## config.mk

```make
export PLATFORM = sky130hd
export DESIGN_NAME = sequential_list_engine
export DESIGN_NICKNAME = d
export VERILOG_FILES = /design/src/rtl/core/sle_pkg.sv /design/src/rtl/core/sle_ram.sv /design/src/rtl/core/sequential_list_engine.sv
export SDC_FILE = /design/constraint.sdc
export NUM_CORES = 1
export LEC_CHECK = 0
export ABC_AREA = 1
export BUFFER_PORTS_ARGS = -buffer_cell sky130_fd_sc_hd__buf_2
export CORE_ASPECT_RATIO = 0.8
export CORE_MARGIN = 10
export CORE_UTILIZATION = 55
export CTS_CLUSTER_SIZE = 25
export DETAILED_ROUTE_END_ITERATION = 10
export PLACE_DENSITY = 0.84
export RECOVER_POWER = 50
export SYNTH_ARGS = -nofsm -noshare
export SYNTH_HDL_FRONTEND = slang
export SYNTH_SLANG_ARGS = --single-unit
```

## constraint.sdc

```tcl
create_clock -name clk -period 4.98 [get_ports clk]
set_input_delay 0.249 -clock clk [delete_from_list [all_inputs] [get_ports clk]]
set_output_delay 0.249 -clock clk [all_outputs]
set_load 0.05 [all_outputs]
```

## src/rtl/core/sle_pkg.sv

```systemverilog
// Shared widths, request codes and status codes of the sequential list engine.
`timescale 1ns / 1ps
`default_nettype none

package sle_pkg;

  localparam int CAPACITY_DEF = 16;

  localparam int MODE_W  = 3;
  localparam int POS_W   = 5;
  localparam int DATA_W  = 32;
  localparam int STAT_W  = 2;

  localparam logic [MODE_W-1:0] MODE_CLEAR  = 3'd0;
  localparam logic [MODE_W-1:0] MODE_INSERT = 3'd1;
  localparam logic [MODE_W-1:0] MODE_DELETE = 3'd2;
  localparam logic [MODE_W-1:0] MODE_GET    = 3'd3;
  localparam logic [MODE_W-1:0] MODE_LOCATE = 3'd4;

  localparam logic [STAT_W-1:0] ST_OK   = 2'd0;
  localparam logic [STAT_W-1:0] ST_BAD  = 2'd1;
  localparam logic [STAT_W-1:0] ST_FULL = 2'd2;

endpackage

`default_nettype wire

```

## src/rtl/core/sle_ram.sv

```systemverilog
// Entry store: one write port, one read port with registered read data.
`timescale 1ns / 1ps
`default_nettype none

module sle_ram #(
  parameter int DEPTH = sle_pkg::CAPACITY_DEF,
  localparam int AW = $clog2(DEPTH)
) (
  input  wire                              clk,
  input  wire                              wr_en,
  input  wire  [AW-1:0]                    wr_addr,
  input  wire  signed [sle_pkg::DATA_W-1:0] wr_data,
  input  wire                              rd_en,
  input  wire  [AW-1:0]                    rd_addr,
  output logic signed [sle_pkg::DATA_W-1:0] rd_data
);

  logic signed [sle_pkg::DATA_W-1:0] mem_r [DEPTH];
  logic signed [sle_pkg::DATA_W-1:0] rd_data_r;

  always_ff @(posedge clk) begin
    if (wr_en) begin
      mem_r[wr_addr] <= wr_data;
    end
  end

  always_ff @(posedge clk) begin
    if (rd_en) begin
      rd_data_r <= mem_r[rd_addr];
    end
  end

  assign rd_data = rd_data_r;

endmodule

`default_nettype wire

```

## src/rtl/core/sequential_list_engine.sv

```systemverilog
// Ordered list of signed words in a two-port store, with clear, insert, delete, get and locate.
//
// A request is taken when start is high and busy is low; its one result appears on the
// out_ ports for a single cycle, marked by out_strobe, and must be taken then (there is no
// back-pressure). busy is low again in the strobe cycle, so the next request may be issued
// there. Clear and any rejected request are answered straight from idle; get reads its
// entry; an insert moves the entries at and after its position up, from the tail, then
// writes the new word; a delete reads its entry, then moves each later entry down; a
// locate reads from the head until a hit or the end of the list. The longest request is
// a delete at the head of a full list. Pace is set by the store: at most one entry is
// read and one written per cycle, and a single index counter walks the list under the sequencer.
`timescale 1ns / 1ps
`default_nettype none

module sequential_list_engine #(
  parameter int CAPACITY = sle_pkg::CAPACITY_DEF
) (
  input  wire                                clk,
  input  wire                                rst_n,
  input  wire                                start,
  output logic                               busy,
  input  wire  [sle_pkg::MODE_W-1:0]         in_mode,
  input  wire  [sle_pkg::POS_W-1:0]          in_position,
  input  wire  signed [sle_pkg::DATA_W-1:0]  in_value,
  output logic                               out_strobe,
  output logic [sle_pkg::STAT_W-1:0]         out_status,
  output logic signed [sle_pkg::DATA_W-1:0]  out_value_out,
  output logic [sle_pkg::POS_W-1:0]          out_found_position,
  output logic [sle_pkg::POS_W-1:0]          out_length_out
);

  localparam int LW = $clog2(CAPACITY + 1);
  localparam int AW = $clog2(CAPACITY);
  localparam int PW = sle_pkg::POS_W;
  localparam int CW = ((LW > PW) ? LW : PW) + 1;

  typedef enum logic [5:0] {
    S_IDLE  = 6'b000001,
    S_UP    = 6'b000010,
    S_FETCH = 6'b000100,
    S_GRAB  = 6'b001000,
    S_DN    = 6'b010000,
    S_LOC   = 6'b100000
  } state_t;

  state_t state_r, state_nxt;

  logic [LW-1:0] len_r, len_nxt;
  logic [LW-1:0] idx_r, idx_nxt;
  logic [LW-1:0] tgt_r, tgt_nxt;
  logic [LW-1:0] pend_idx_r, pend_idx_nxt;
  logic          pend_r, pend_nxt;
  logic          is_del_r, is_del_nxt;
  logic signed [sle_pkg::DATA_W-1:0] value_r, value_nxt;

  logic                               strobe_r, strobe_nxt;
  logic [sle_pkg::STAT_W-1:0]         status_r, status_nxt;
  logic signed [sle_pkg::DATA_W-1:0]  vout_r, vout_nxt;
  logic [PW-1:0]                      found_r, found_nxt;
  logic [PW-1:0]                      olen_r, olen_nxt;

  logic                               wr_en;
  logic [AW-1:0]                      wr_addr;
  logic signed [sle_pkg::DATA_W-1:0]  wr_data;
  logic                               rd_en;
  logic [AW-1:0]                      rd_addr;
  logic signed [sle_pkg::DATA_W-1:0]  rd_data;

  logic [CW-1:0] pos_c, len_c, pos_m1, pend_pos, olen_ext;
  logic [LW-1:0] idx_m1, idx_p1, tgt_p1;
  logic          full, ins_ok, acc_ok, hit;

  sle_ram #(
    .DEPTH(CAPACITY)
  ) u_ram (
    .clk    (clk),
    .wr_en  (wr_en),
    .wr_addr(wr_addr),
    .wr_data(wr_data),
    .rd_en  (rd_en),
    .rd_addr(rd_addr),
    .rd_data(rd_data)
  );

  assign pos_c    = CW'(in_position);
  assign len_c    = CW'(len_r);
  assign pos_m1   = pos_c - CW'(1);
  assign pend_pos = CW'(pend_idx_r) + CW'(1);
  assign idx_m1   = idx_r - LW'(1);
  assign idx_p1   = idx_r + LW'(1);
  assign tgt_p1   = tgt_r + LW'(1);
  assign full     = (len_r == LW'(CAPACITY));
  assign ins_ok   = (pos_c != '0) && (pos_c <= len_c + CW'(1));
  assign acc_ok   = (pos_c != '0) && (pos_c <= len_c);
  assign hit      = pend_r && (rd_data == value_r);

  always_comb begin
    state_nxt    = state_r;
    len_nxt      = len_r;
    idx_nxt      = idx_r;
    tgt_nxt      = tgt_r;
    pend_nxt     = pend_r;
    pend_idx_nxt = pend_idx_r;
    is_del_nxt   = is_del_r;
    value_nxt    = value_r;
    strobe_nxt   = 1'b0;
    status_nxt   = status_r;
    vout_nxt     = vout_r;
    found_nxt    = found_r;
    wr_en        = 1'b0;
    wr_addr      = pend_idx_r[AW-1:0];
    wr_data      = rd_data;
    rd_en        = 1'b0;
    rd_addr      = idx_r[AW-1:0];

    unique case (state_r)
      S_IDLE: begin
        if (start) begin
          value_nxt = in_value;
          tgt_nxt   = pos_m1[LW-1:0];
          vout_nxt  = '0;
          found_nxt = '0;
          unique case (in_mode)
            sle_pkg::MODE_CLEAR: begin
              len_nxt    = '0;
              strobe_nxt = 1'b1;
              status_nxt = sle_pkg::ST_OK;
            end
            sle_pkg::MODE_INSERT: begin
              if (full) begin
                strobe_nxt = 1'b1;
                status_nxt = sle_pkg::ST_FULL;
              end else if (!ins_ok) begin
                strobe_nxt = 1'b1;
                status_nxt = sle_pkg::ST_BAD;
              end else begin
                state_nxt = S_UP;
                idx_nxt   = len_r;
                pend_nxt  = 1'b0;
              end
            end
            sle_pkg::MODE_DELETE, sle_pkg::MODE_GET: begin
              if (!acc_ok) begin
                strobe_nxt = 1'b1;
                status_nxt = sle_pkg::ST_BAD;
              end else begin
                state_nxt  = S_FETCH;
                is_del_nxt = (in_mode == sle_pkg::MODE_DELETE);
              end
            end
            sle_pkg::MODE_LOCATE: begin
              state_nxt = S_LOC;
              idx_nxt   = '0;
              pend_nxt  = 1'b0;
            end
            default: begin
              strobe_nxt = 1'b1;
              status_nxt = sle_pkg::ST_BAD;
            end
          endcase
        end
      end

      // shift up from the tail, then drop the new word into the gap
      S_UP: begin
        if (pend_r) begin
          wr_en = 1'b1;
        end else if (idx_r == tgt_r) begin
          wr_en   = 1'b1;
          wr_addr = tgt_r[AW-1:0];
          wr_data = value_r;
        end
        if (idx_r != tgt_r) begin
          rd_en        = 1'b1;
          rd_addr      = idx_m1[AW-1:0];
          pend_nxt     = 1'b1;
          pend_idx_nxt = idx_r;
          idx_nxt      = idx_m1;
        end else begin
          pend_nxt = 1'b0;
          if (!pend_r) begin
            len_nxt    = len_r + LW'(1);
            state_nxt  = S_IDLE;
            strobe_nxt = 1'b1;
            status_nxt = sle_pkg::ST_OK;
          end
        end
      end

      S_FETCH: begin
        rd_en     = 1'b1;
        rd_addr   = tgt_r[AW-1:0];
        state_nxt = S_GRAB;
      end

      S_GRAB: begin
        vout_nxt = rd_data;
        if (is_del_r) begin
          state_nxt = S_DN;
          idx_nxt   = tgt_p1;
          pend_nxt  = 1'b0;
        end else begin
          state_nxt  = S_IDLE;
          strobe_nxt = 1'b1;
          status_nxt = sle_pkg::ST_OK;
        end
      end

      // close the gap: each later entry moves down by one
      S_DN: begin
        if (pend_r) begin
          wr_en = 1'b1;
        end
        if (idx_r != len_r) begin
          rd_en        = 1'b1;
          pend_nxt     = 1'b1;
          pend_idx_nxt = idx_m1;
          idx_nxt      = idx_p1;
        end else begin
          pend_nxt = 1'b0;
          if (!pend_r) begin
            len_nxt    = len_r - LW'(1);
            state_nxt  = S_IDLE;
            strobe_nxt = 1'b1;
            status_nxt = sle_pkg::ST_OK;
          end
        end
      end

      S_LOC: begin
        priority if (hit) begin
          pend_nxt   = 1'b0;
          state_nxt  = S_IDLE;
          strobe_nxt = 1'b1;
          status_nxt = sle_pkg::ST_OK;
          found_nxt  = pend_pos[PW-1:0];
        end else if (idx_r != len_r) begin
          rd_en        = 1'b1;
          pend_nxt     = 1'b1;
          pend_idx_nxt = idx_r;
          idx_nxt      = idx_p1;
        end else begin
          pend_nxt   = 1'b0;
          state_nxt  = S_IDLE;
          strobe_nxt = 1'b1;
          status_nxt = sle_pkg::ST_BAD;
        end
      end

      default: begin
        state_nxt = S_IDLE;
        pend_nxt  = 1'b0;
      end
    endcase
  end

  assign olen_ext = CW'(len_nxt);
  assign olen_nxt = strobe_nxt ? olen_ext[PW-1:0] : olen_r;

  always_ff @(posedge clk) begin
    if (!rst_n) begin
      state_r  <= S_IDLE;
      len_r    <= '0;
      pend_r   <= 1'b0;
      strobe_r <= 1'b0;
    end else begin
      state_r  <= state_nxt;
      len_r    <= len_nxt;
      pend_r   <= pend_nxt;
      strobe_r <= strobe_nxt;
    end
  end

  always_ff @(posedge clk) begin
    idx_r      <= idx_nxt;
    tgt_r      <= tgt_nxt;
    pend_idx_r <= pend_idx_nxt;
    is_del_r   <= is_del_nxt;
    value_r    <= value_nxt;
    status_r   <= status_nxt;
    vout_r     <= vout_nxt;
    found_r    <= found_nxt;
    olen_r     <= olen_nxt;
  end

  assign busy               = (state_r != S_IDLE);
  assign out_strobe         = strobe_r;
  assign out_status         = status_r;
  assign out_value_out      = vout_r;
  assign out_found_position = found_r;
  assign out_length_out     = olen_r;

`ifndef ASSERT_OFF
  a_len_cap: assert property (@(posedge clk) disable iff (!rst_n)
    len_r <= LW'(CAPACITY))
    else $error("list length above capacity");

  a_state_onehot: assert property (@(posedge clk) disable iff (!rst_n)
    $onehot(state_r))
    else $error("sequencer state not one-hot");

  a_strobe_idle: assert property (@(posedge clk) disable iff (!rst_n)
    strobe_r |-> (state_r == S_IDLE))
    else $error("result strobed while sequencer busy");

  a_accept_progress: assert property (@(posedge clk) disable iff (!rst_n)
    (start && !busy) |=> (strobe_r || busy))
    else $error("accepted transaction neither answered nor in progress");

  a_idle_no_pend: assert property (@(posedge clk) disable iff (!rst_n)
    (state_r == S_IDLE) |-> !pend_r)
    else $error("store transfer left pending in idle");
`endif

endmodule

`default_nettype wire

```

==> impl_metrics.py <==
metrics = {
    "routing": {
        "drt-initial-drc-count": 3213,
        "drc": 0,
        "num_vias": 21300,
        "drt_wl_total_mm": 78.6,
        "wire_per_inst_um": 21.9,
        "drtAntennaViolNets": 0,
        "routed_via_density": 5.94,
        "drtPass1Iterations": 6,
    },
    "timing": {
        "finClkSkew_ns": 0.0331,
        "fmax_ghz": 0.227,
        "setup_slack_ns": 0.573,
        "fin_crit_ns": 4.41,
        "worstMarginPinSlew_ns": 2.16,
        "tns_ns": 0,
        "rsz0062_at_grt": "false",
        "relSlewSlack_pct": -43.8,
        "slew_violations": 99,
        "timing.final.hold_violations": 0,
        "finalCritPeriodShare_pct": 88.5,
        "setup_violations": 0,
    },
    "clock_tree": {
        "root_buffer": "clkbuf_16",
        "htreeDepth": 2,
        "clkLatencyLatePin_ns": 0.62,
        "numCtsBuffers": 57,
        "cts.sinks": 649,
        "ctsResizeCount": 0,
        "clockBufferDepth": 3,
        "cts_tree": "built",
        "clkTransAtPathRegs_ns": 0.07,
    },
    "grt": {
        "grt_max_degree": 257,
        "first_global_vias": 20900,
        "grt_use_met1_pct": 31.7,
        "use_met2_pct": 39.1,
        "antenna_found_initial": 2,
        "grt.busiest_layer": "met2",
        "grtUsageMet3_pct": 5.25,
        "grt_pass1_wl_mm": 120,
        "grt_use_total_pct": 24.4,
        "grt_remaining_overflow": 0,
    },
    "layout": {
        "final_layout_size_suffix_gt1_share_pct": 6.60,
        "nets": 2910,
        "area_growth_pct": 11.6,
        "final_common_cell": "nand2_1",
        "fill_cells": 3920,
        "diodes": 0,
        "seq_area_um2": 19400,
        "most-common-layout-cells": "nand2_1, edfxtp_1, nand3_1, inv_1, nor2_1",
        "multiInputGateArea_um2": 7710,
        "final_core_util_pct": 61.7,
    },
    "synthesis": {
        "synth_edf_count": 636,
        "yosysTopAreaCell": "edfxtp_1",
        "synth_fa_ha_area_share_pct": 0.736,
        "synthTopCellsByArea": "edfxtp_1, nand3_1, nand2_1",
        "synth_top_family_by_area": "simple AND/OR/NAND/NOR gates",
        "synth-compound-area-share_pct": 2.06,
        "yosysSeqAreaShare_pct": 66.9,
        "synth_flop_cell": "edfxtp_1",
        "synth_mux_area_share_pct": 0,
        "yosysWarnings": 0,
        "postSynthAreaPerCell_um2": 10.5,
        "synthXorXnorAreaFrac_pct": 0.939,
        "synthCells": 2755,
        "syn-num-nets": 2815,
        "synth_area_um2": 28900,
        "async_reset_ff_share_pct": 0,
        "synth.top_cell.area_share_pct": 66.0,
        "synth-simple-area-share_pct": 22.3,
        "synth_seq_cells": 649,
        "ys_types": 44,
    },
    "min_path": {
        "hold_start": "in_mode[1]",
        "hold_class": "input port to flip-flop",
        "holdPathStages": 3,
    },
    "power_and_ir_drop": {
        "peakVddDrop_v": 0.000565,
        "power_density_nw_per_um2": 536,
        "p_leak_nw": 13.0,
        "finalPower_w": 0.0173,
    },
    "place": {
        "hpwl_mm": 47.7,
        "gp_congestion": 0.933,
        "port_buffers": 88,
        "dp_slack_ns": 1.08,
    },
    "critical_path": {
        "critPathCaptureType": "flip-flop",
        "crit_cells": 11,
        "worstSetupPathType": "flip-flop to flip-flop",
        "cp-start-kind": "flip-flop",
        "cpLargestDelayFamily": "buffers and inverters",
        "path_buf_inv": 3,
        "path_cells": "inv_1 -> nand2_1 -> nand2_1 -> nor2_1 -> nand3_4 -> nor2_1 -> nand2_2 -> clkbuf_1 -> nand2_1 -> o21ai_0 -> clkbuf_1",
        "crit_path_max_incr_delay_ns": 1.57,
        "r2r_start": "idx_r[2]",
        "cp.required_ns": 5.21,
        "r2r_cells": 11,
        "cp_max_fo": 41,
        "crit_start": "idx_r[2]",
        "worstPathArrival_ns": 4.64,
        "cp_slowest_cell": "clkbuf_1",
        "crit_top_cell": "nand2_1",
    },
    "status": {
        "run_status": "finished with violations",
        "violations": "capacitance limit, slew limit",
    },
    "flow_run": {
        "cap_violations": 3,
    },
    "floorplan": {
        "die-area_um2": 62200,
        "die_y_um": 225,
        "core_area_um2": 52300,
        "die_w_um": 276,
        "io_pins": 89,
        "initial_utilization_pct": 55.3,
        "num_rows": 75,
    },
}
## layer usage
layer	wire, um	vias up
li1	-	9489
met1	29600	10100
met2	36400	1426
met3	8840	247
met4	3630	2
met5	46	-
## tightest hold or removal path: cells and delay by family
kind                   cells  cell delay [ns]
buffers and inverters      1             0.10
and+or+nand+nor            2             0.17
## repair_timing
action                                 4_1_cts  5_1_grt
buffers inserted                             0        0
setup endpoints to repair                    0        0
endpoints found under the hold margin       36        0
hold buffers                                34        0
## where the power goes
part | total [W] | internal [W] | switching, W
Sequential | 0.00690 | 0.00671 | 0.000193
Clock | 0.00440 | 0.00243 | 0.00197
Combinational | 0.00597 | 0.00149 | 0.00448
## path summary, 6_finish.rpt
| path | end | slack [ns] |
|---|---|---|
| worst max-delay path | u_ram.mem_r[15][5] | 0.57 |
| worst min-delay path | is_del_r | 0.05 |
| worst max register to register | u_ram.mem_r[15][5] | 0.57 |
| worst min register to register | state_r[0] | 0.55 |
## registers in the layout, summed over array words and instances, names as in the netlist, 5 cells and up
signal,count
state_r,6
tgt_r,5
pend_idx_r,5
value_r,32
out_value_out,32
out_found_position,5
u_ram.mem_r,512
idx_r,5
len_r,5
u_ram.rd_data,32
out_length_out,5
## cell type report
type | instances | area share, %
repair buffers | 186 | 3.74
clock inverters | 36 | 1.08
well taps | 693 | 2.69
clock buffers | 65 | 4.58
flip-flops and latches | 649 | 60.0
multi-input cells | 1614 | 23.9
inverters | 342 | 3.98
## metrics by stage
step | hold slack (ns) | area (um2) | std cells
6_report | 0.0470 | 32300 | 3585
2_1_floorplan | 0.333 | 28900 | 2755
5_1_grt | 0.0634 | 32300 | 3585
4_1_cts | 0.0276 | 32400 | 3585
3_3_place_gp | 0.425 | 30300 | 3450
3_5_place_dp | 0.427 | 30300 | 3450
## cells in the mapped netlist (all sizes together) (2+ instances only)
| library cell | number |
|---|---|
| nand2 | 703 |
| edfxtp | 636 |
| nand3 | 583 |
| inv | 339 |
| buf | 116 |
| nor2 | 114 |
| o21ai | 62 |
| nand3b | 35 |
| clkbuf | 34 |
| xor2 | 18 |
| a21oi | 17 |
| ha | 17 |
| nand4 | 14 |
| dfxtp | 13 |
| xnor2 | 13 |
| o22ai | 8 |
| nor3 | 7 |
| or2 | 6 |
| o221ai | 5 |
| clkinv | 3 |
| o211ai | 3 |
| a31oi | 2 |
## kinds of logic after synthesis
kind of cell | after synthesis
AO/OA/AOI/OAI | 104
flip-flops | 649
XOR/XNOR | 31
adder cells (fa/ha/maj) | 17
AND/OR/NAND/NOR | 1462
buffers and inverters | 492
Power figures use the tool's default switching activity.
